==> src/rtl/crik_pkg.sv <==
// ----------------------------------------------------------------------------
// crik_pkg
// Shared constants, types and the arctangent table for the crossing reach
// and intent check.
// ----------------------------------------------------------------------------
package crik_pkg;

  localparam int CORDIC_STAGES_DEF = 16;
  localparam int ANGLE_TABLE_LEN   = 24;
  // CORDIC datapath width: 25-bit deltas, gain and sqrt(2) growth
  localparam int CW                = 28;

  localparam logic [31:0] STOP_SPEED_SQ     = 32'd19600;
  localparam logic [15:0] HORIZON_UNLIMITED = 16'hFFFF;
  localparam logic [19:0] DIST_SCALE        = 20'd1000000;
  localparam logic [15:0] HALF_TURN         = 16'h8000;
  localparam logic [31:0] HALF_TURN_Z       = 32'h8000_0000;
  localparam logic [31:0] ROUND_Z           = 32'h0000_8000;

  typedef enum logic [7:0] {
    REG_MIN_SPEED   = 8'd0,
    REG_HEADING_TOL = 8'd1
  } reg_index_t;

  function automatic logic [31:0] atan_angle(input logic [4:0] idx);
    logic [31:0] a;
    case (idx)
      5'd0:    a = 32'h20000000;
      5'd1:    a = 32'h12E4051E;
      5'd2:    a = 32'h09FB385B;
      5'd3:    a = 32'h051111D4;
      5'd4:    a = 32'h028B0D43;
      5'd5:    a = 32'h0145D7E1;
      5'd6:    a = 32'h00A2F61E;
      5'd7:    a = 32'h00517C55;
      5'd8:    a = 32'h0028BE53;
      5'd9:    a = 32'h00145F2F;
      5'd10:   a = 32'h000A2F98;
      5'd11:   a = 32'h000517CC;
      5'd12:   a = 32'h00028BE6;
      5'd13:   a = 32'h000145F3;
      5'd14:   a = 32'h0000A2FA;
      5'd15:   a = 32'h0000517D;
      5'd16:   a = 32'h000028BE;
      5'd17:   a = 32'h0000145F;
      5'd18:   a = 32'h00000A2F;
      5'd19:   a = 32'h00000517;
      5'd20:   a = 32'h0000028B;
      5'd21:   a = 32'h00000145;
      5'd22:   a = 32'h000000A2;
      5'd23:   a = 32'h00000051;
      default: a = 32'h0;
    endcase
    return a;
  endfunction

endpackage

==> src/rtl/crik_cordic.sv <==
// ----------------------------------------------------------------------------
// crik_cordic
// Pipelined vectoring CORDIC: bearing of (x, y) as a 16-bit binary angle.
// One pre-rotation stage plus one register stage per iteration.
// ----------------------------------------------------------------------------
module crik_cordic #(
  parameter int STAGES = crik_pkg::CORDIC_STAGES_DEF
) (
  input  logic               clk,
  input  logic               advance,
  input  logic signed [24:0] x_in,
  input  logic signed [24:0] y_in,
  output logic [15:0]        bearing
);
  import crik_pkg::*;

  logic signed [CW-1:0] xs [0:STAGES];
  logic signed [CW-1:0] ys [0:STAGES];
  logic [31:0]          zs [0:STAGES];
  logic                 nz [0:STAGES];
  logic [31:0]          z_round;

  // left half-plane vectors are turned by a half turn first
  always_ff @(posedge clk) begin
    if (advance) begin
      nz[0] <= (x_in != '0) || (y_in != '0);
      if (x_in < 0) begin
        xs[0] <= -CW'(x_in);
        ys[0] <= -CW'(y_in);
        zs[0] <= HALF_TURN_Z;
      end else begin
        xs[0] <= CW'(x_in);
        ys[0] <= CW'(y_in);
        zs[0] <= '0;
      end
    end
  end

  for (genvar g = 0; g < STAGES; g++) begin : g_iter
    always_ff @(posedge clk) begin
      if (advance) begin
        nz[g+1] <= nz[g];
        if (ys[g] >= 0) begin
          xs[g+1] <= xs[g] + (ys[g] >>> g);
          ys[g+1] <= ys[g] - (xs[g] >>> g);
          zs[g+1] <= zs[g] + atan_angle(5'(g));
        end else begin
          xs[g+1] <= xs[g] - (ys[g] >>> g);
          ys[g+1] <= ys[g] + (xs[g] >>> g);
          zs[g+1] <= zs[g] - atan_angle(5'(g));
        end
      end
    end
  end

  assign z_round = zs[STAGES] + ROUND_Z;
  assign bearing = nz[STAGES] ? z_round[31:16] : 16'h0;

endmodule

==> config.mk <==
export PLATFORM = sky130hd
export DESIGN_NAME = crik_cordic
export DESIGN_NICKNAME = d
export VERILOG_FILES = /design/src/rtl/crik_pkg.sv /design/src/rtl/crik_cordic.sv
export SDC_FILE = /design/constraint.sdc
export NUM_CORES = 2
export LEC_CHECK = 0
export BUFFER_PORTS_ARGS = -buffer_cell sky130_fd_sc_hd__buf_2
export CAP_MARGIN = 25
export CORE_UTILIZATION = 60
export CTS_CLUSTER_DIAMETER = 120
export DETAILED_ROUTE_END_ITERATION = 6
export GPL_TIMING_DRIVEN = 0
export PLACE_DENSITY = 0.8
export RECOVER_POWER = 50
export REMOVE_ABC_BUFFERS = 1
export SLEW_MARGIN = 20
export SYNTH_ARGS = -nofsm -noshare
export SYNTH_HDL_FRONTEND = slang
export SYNTH_SLANG_ARGS = --single-unit
==> constraint.sdc <==
create_clock -name clk -period 14.91 [get_ports clk]
set_input_delay 0.7455 -clock clk [delete_from_list [all_inputs] [get_ports clk]]
set_output_delay 0.7455 -clock clk [all_outputs]
set_load 0.05 [all_outputs]
======== Word-level counts from Yosys, hierarchy flattened ========
Memory sizes are Yosys's and may differ from the RTL's.
Cells that the tools add are included.
storage, ports and cells
  memories ................................ 4
  output and inout bits ................... 16
  RAM bits ................................ 1,513
  register bits after elaboration ......... 0
  logic and storage cells ................. 329
  bits of input ports ..................... 52
memories
  name  words  width  read ports  clocked after memory_dff  wr ports  line               RTL
  zs    17     32     17          0                         17        crik_cordic.sv:19  logic [31:0] zs [0:STAGES];
  xs    17     28     16          0                         17        crik_cordic.sv:17  logic signed [CW-1:0] xs [0:STAGES];
  ys    17     28     16          0                         17        crik_cordic.sv:18  logic signed [CW-1:0] ys [0:STAGES];
  nz    17     1      17          0                         17        crik_cordic.sv:20  logic nz [0:STAGES];
operators by class
  reductions and logical operators ........ 3
  bitwise logic cells ..................... 51
  mux-type cells .......................... 156
  magnitude comparators ................... 17
  add/sub/neg operators ................... 98
operator list
  operator                  number
  $mux W28                  34
  $mux W32                  17
  $ge A28 B1 Y1 const B     16
  $mux W1                   104
  $add A32 B16 Y32 const B  2
  $add A28 B13 Y28          2
  $add A28 B14 Y28          2
  $add A28 B15 Y28          2
  $add A28 B16 Y28          2
  $add A28 B17 Y28          2
  $add A28 B18 Y28          2
  $add A28 B19 Y28          2
  $add A28 B20 Y28          2
  $add A28 B21 Y28          2
  $add A28 B22 Y28          2
  $add A28 B23 Y28          2
  $add A28 B24 Y28          2
  $add A28 B25 Y28          2
  $add A28 B26 Y28          2
  $add A28 B27 Y28          2
  $neg A25 Y28              2
  $sub A28 B13 Y28          2
  $sub A28 B14 Y28          2
  $sub A28 B15 Y28          2
  50 further kinds          114

======== Logic depth before layout (Yosys ltp) ========
  depth in word-level cells ............... 5
  depth in mapped cells ................... 24
  mapped depth without buffers ............ 20

======== Worst setup path before layout ========
OpenSTA, ideal clock, no wires.
  path type ............................... input port to flip-flop
  start point ............................. in advance
  end point ............................... mem ys[9][26] (data pin)
  data required time ...................... 14.652 ns
  setup slack ............................. 9.192 ns
  setup time .............................. 0.258 ns
  stages .................................. 21
  data arrival time ....................... 5.461 ns
  path through ............................ buf_6 -> buf_6 -> and2_1 -> buf_2 -> inv_1 -> clkbuf_1 -> clkbuf_1 -> clkbuf_1 -> clkbuf_1 -> o21ai_0 -> fa_1 -> a21o_1 -> a221oi_1 -> o21bai_1 -> a21oi_1 -> o21ai_1 -> a2111oi_0 -> nor3_1 -> a211o_1 -> a21oi_1 -> xnor2_1
RTL lines
  item         line               RTL
  from (decl)  crik_cordic.sv:10  input logic advance,
  to (decl)    crik_cordic.sv:18

==> metrics list <==
- The flow ran to the end, but the final reports show violations.
- The final reports fail on capacitance limit, slew limit.
- Final-stage net count: 12.89k
- Critical path launch point: advance
- Overall routed net length: 273700 µm
- The finished layout holds 14.42k standard cells, fillers aside.
- In the finished design, the share of the clock period the worst path needs comes to 0.6595.
- The clock arrives with 0.03206 ns of skew.
* Layout cells sized above 1: 0.04402
* Met2 global-route usage: 0.4961
- The mapped netlist covers 110600 µm².
- The number of global-route vias before repair was 85.91k.
- Avg WL per Cell: 18.98 µm
- HPWL after DPL: 207500 µm
- H-tree Lvls: 4
* CP Max Fanout: 141
- met2 is the most crowded layer.
- The die is 431.3 µm tall.
- The synthesized design contains 1269 enable-type register cells.
- The clock passes through at most 3 buffers.
- Die Footprint: 186000 µm²
* Critical Setup Path Class: in2reg
* Relative max-transition margin: -4.188
- In this run, placement finished with an instance count of 14.14k.
* Drt drc: 0
- The number of different library cells used by synthesis comes to 126.
- DR pass1 iterations: 6
- Entering global routing, the biggest net connects 150 pins.
* Total gr overflow: 0
* Detailed Route Iter0 Violations: 7623
- The number of hold buffers added after CTS was 0.
- Worst-case register-to-register setup slack: 7.17 ns
* Worst hold path stage count: 1
- Post-synthesis sequential area ratio: 0.3447
- Maximum frequency from static timing analysis: 101.7 MHz
- Routability-driven placement finished with a final weighted congestion of 0.9798.
- TritonCTS built the clock tree.
- Yosys warnings: 0
* Total clock sinks: 1269
* Area of the placeable core: 183100 µm²
* Wire length of the first global-routing pass: 440200 µm
- For this configuration, the core starts out at a cell density of 0.6039.
- The number of cells on the worst reg-to-reg path is 14.
* Number of port buffers: 67
- 68 I/O pins were placed.
* Setup TNS: 0 ns
- Number of buffers added by the clock tree synthesis step: 151
- Count of mapped cells out of synthesis: 12.05k
* Leading cell type in the layout, fill and taps excluded: sky130_fd_sc_hd__edfxtp_1
* Endpoint of the worst hold path: xs[0][0]
* Syn avg cell area: 9.172 µm²
* Classification of the worst-slack hold path: in2reg
- Post-CTS resize count: 0
* Routed via count: 90.77k
- Antenna Nets Post-Route: 0
- Synthesis inferred 1269 register bits.
- Average vias per placed instance: 6.295
- The worst setup path is launched from an input pin.
- Terminus of the critical flop-to-flop path: xs[11][27]
* Antenna violations before repair: 8
* Clock tree root driver cell: sky130_fd_sc_hd__clkbuf_16
- Min-delay src: x_in[0]
- Across every metal layer, demand over resource in global routing totals 0.2848.
* Number of buffers inserted to repair setup after CTS: 0
* Clock-pin slew on the worst setup and hold paths: 0.06 ns
- Relative to the synthesized area, the layout overhead comes to 6.442%.
- For the finished layout, the period the worst path requires is 9.834 ns.
- Clock latency on the worst-skew pair: 0.83 ns
- Setup repair after global routing missed its margin: no
- On the final layout, the worst hold slack is 0.2068 ns.
* Critical Path Sink Type: register
* Worst-margin pin slew: 7.782 ns
* Post-synth top flop: sky130_fd_sc_hd__edfxtp_1
- The count of endpoints failing hold in the final timing report is 0.
* Leading cell types in the layout, fill and taps excluded: 1269 x sky130_fd_sc_hd__edfxtp_1, 1172 x sky130_fd_sc_hd__xnor2_1, 1078 x sky130_fd_sc_hd__a21oi_1
* RR Startpoint: ys[10][27]
- For met1 alone, demand over resource in global routing was 0.3654.
* Worst Path Required: 15.48 ns
- The die is 431.3 µm wide.
- Counting flops with an async set or reset pin after synthesis yields a share of 0.
- Setup violators final: 0
* Global routing usage on met3: 0.03200
* Num rows: 157
- For the worst setup path, the data arrival time is 10.40 ns.
* # Max-Cap Violations: 7
* Total of fill cells in the finished design: 14.94k
- Total count of max-transition violations in the final report: 498
-- cell usage after synthesis, types with 76 or more instances --
master                     number  area share
sky130_fd_sc_hd__ha_1         985        0.11
sky130_fd_sc_hd__nand3_1      265       0.012
sky130_fd_sc_hd__o31ai_1      156       0.011
sky130_fd_sc_hd__nor4_1       118      0.0067
sky130_fd_sc_hd__nand2_1      824       0.028
sky130_fd_sc_hd__nor2_1       916       0.031
sky130_fd_sc_hd__a31oi_1      142      0.0080
sky130_fd_sc_hd__clkbuf_1     336       0.011
sky130_fd_sc_hd__a21oi_1     1078       0.049
sky130_fd_sc_hd__nor3_1       342       0.015
sky130_fd_sc_hd__xor2_1       520       0.041
sky130_fd_sc_hd__a211oi_1     101      0.0069
sky130_fd_sc_hd__nor2b_1      115      0.0065
sky130_fd_sc_hd__o21bai_1     127      0.0086
sky130_fd_sc_hd__and3_1       125      0.0071
sky130_fd_sc_hd__and2_1        99      0.0056
sky130_fd_sc_hd__or4_1         76      0.0052
sky130_fd_sc_hd__nand2b_1     151      0.0085
sky130_fd_sc_hd__or3_1        130      0.0074
sky130_fd_sc_hd__nand4_1       85      0.0048
sky130_fd_sc_hd__a21o_1       326       0.022
sky130_fd_sc_hd__xnor2_1     1172       0.093
sky130_fd_sc_hd__buf_1         93      0.0032
sky130_fd_sc_hd__mux2i_1       83      0.0075
sky130_fd_sc_hd__inv_1        483       0.016
sky130_fd_sc_hd__o21ai_0      717       0.032
sky130_fd_sc_hd__o21a_1       146      0.0099
sky130_fd_sc_hd__edfxtp_1    1269        0.34
-- through the flow --
step                        util  area [µm²]  worst slack, ns
after CTS                 0.6434      117800            8.055
final                     0.6428      117700            5.076
after global routing      0.6428      117700            4.262
after global placement    0.6123      112100           -25.53
after floorplan                -      108700            8.610
after detailed placement  0.6160      112800            7.207
-- routing by layer --
layer  vias to the layer above  wire length, µm  part of all wire
met5                         -                0                 0
met4                         0             8729             0.032
met3                       539            14580             0.053
met2                      2891           134000              0.49
met1                     43139           116400              0.43
li1                      44202                -                 -
-- critical path: stages --
cell                       delay (ns)
sky130_fd_sc_hd__buf_12          0.30
sky130_fd_sc_hd__clkbuf_1        3.60
sky130_fd_sc_hd__buf_16          0.37
sky130_fd_sc_hd__buf_16          0.53
sky130_fd_sc_hd__and2_2          0.56
sky130_fd_sc_hd__buf_12          0.26
sky130_fd_sc_hd__inv_4           0.23
sky130_fd_sc_hd__mux2i_1         0.38
sky130_fd_sc_hd__ha_1            0.30
sky130_fd_sc_hd__nor2b_1         0.13
sky130_fd_sc_hd__o21ai_0         0.23
sky130_fd_sc_hd__a21boi_1        0.15
sky130_fd_sc_hd__o31ai_1         0.38
sky130_fd_sc_hd__a21oi_1         0.32
sky130_fd_sc_hd__a211oi_1        0.39
sky130_fd_sc_hd__o21bai_1        0.16
sky130_fd_sc_hd__a41oi_1         0.49
sky130_fd_sc_hd__nor4bb_1        0.14
sky130_fd_sc_hd__a211o_1         0.26
-- cell type report --
type                       instances  area (µm²)  area share
multi-input combinational       9814       68750      0.5842
sequential                      1269       38110      0.3238
clock buffer                     175        3911     0.03323
tap                             2464        3083     0.02620
inverter                         500        1898     0.01613
clock inverter                    99        1101    0.009356
timing repair buffer              91       814.5    0.006921
antenna                            8       20.02   0.0001701
-- how the worst max path moves through the flow --
stage | endpoint
final | xs[13][25]
after global routing | xs[13][25]
after CTS | xs[4][26]
after detailed placement | xs[4][26]
after global placement | xs[5][26]
after floorplan | ys[9][26]
-- sequential cells by signal, indices dropped and copies added, names as in the netlist --
signal and count:
zs 426, nz 17, xs 406, ys 420
-- kinds of logic after synthesis --
kind of cell,Yosys count,share of synthesized area
and+or+nand+nor,3430,0.1523
DFF,1269,0.3447
AOI/OAI and AO/OA,3543,0.2059
adders and majority gates,1040,0.1190
buffers and inverters,971,0.03390
muxes,107,0.009959
xor gates and xnor gates,1694,0.1343
Power is left out: the tool's default activity adds up to more than one toggle a clock period on the data nets, which glitch-free logic cannot reach.
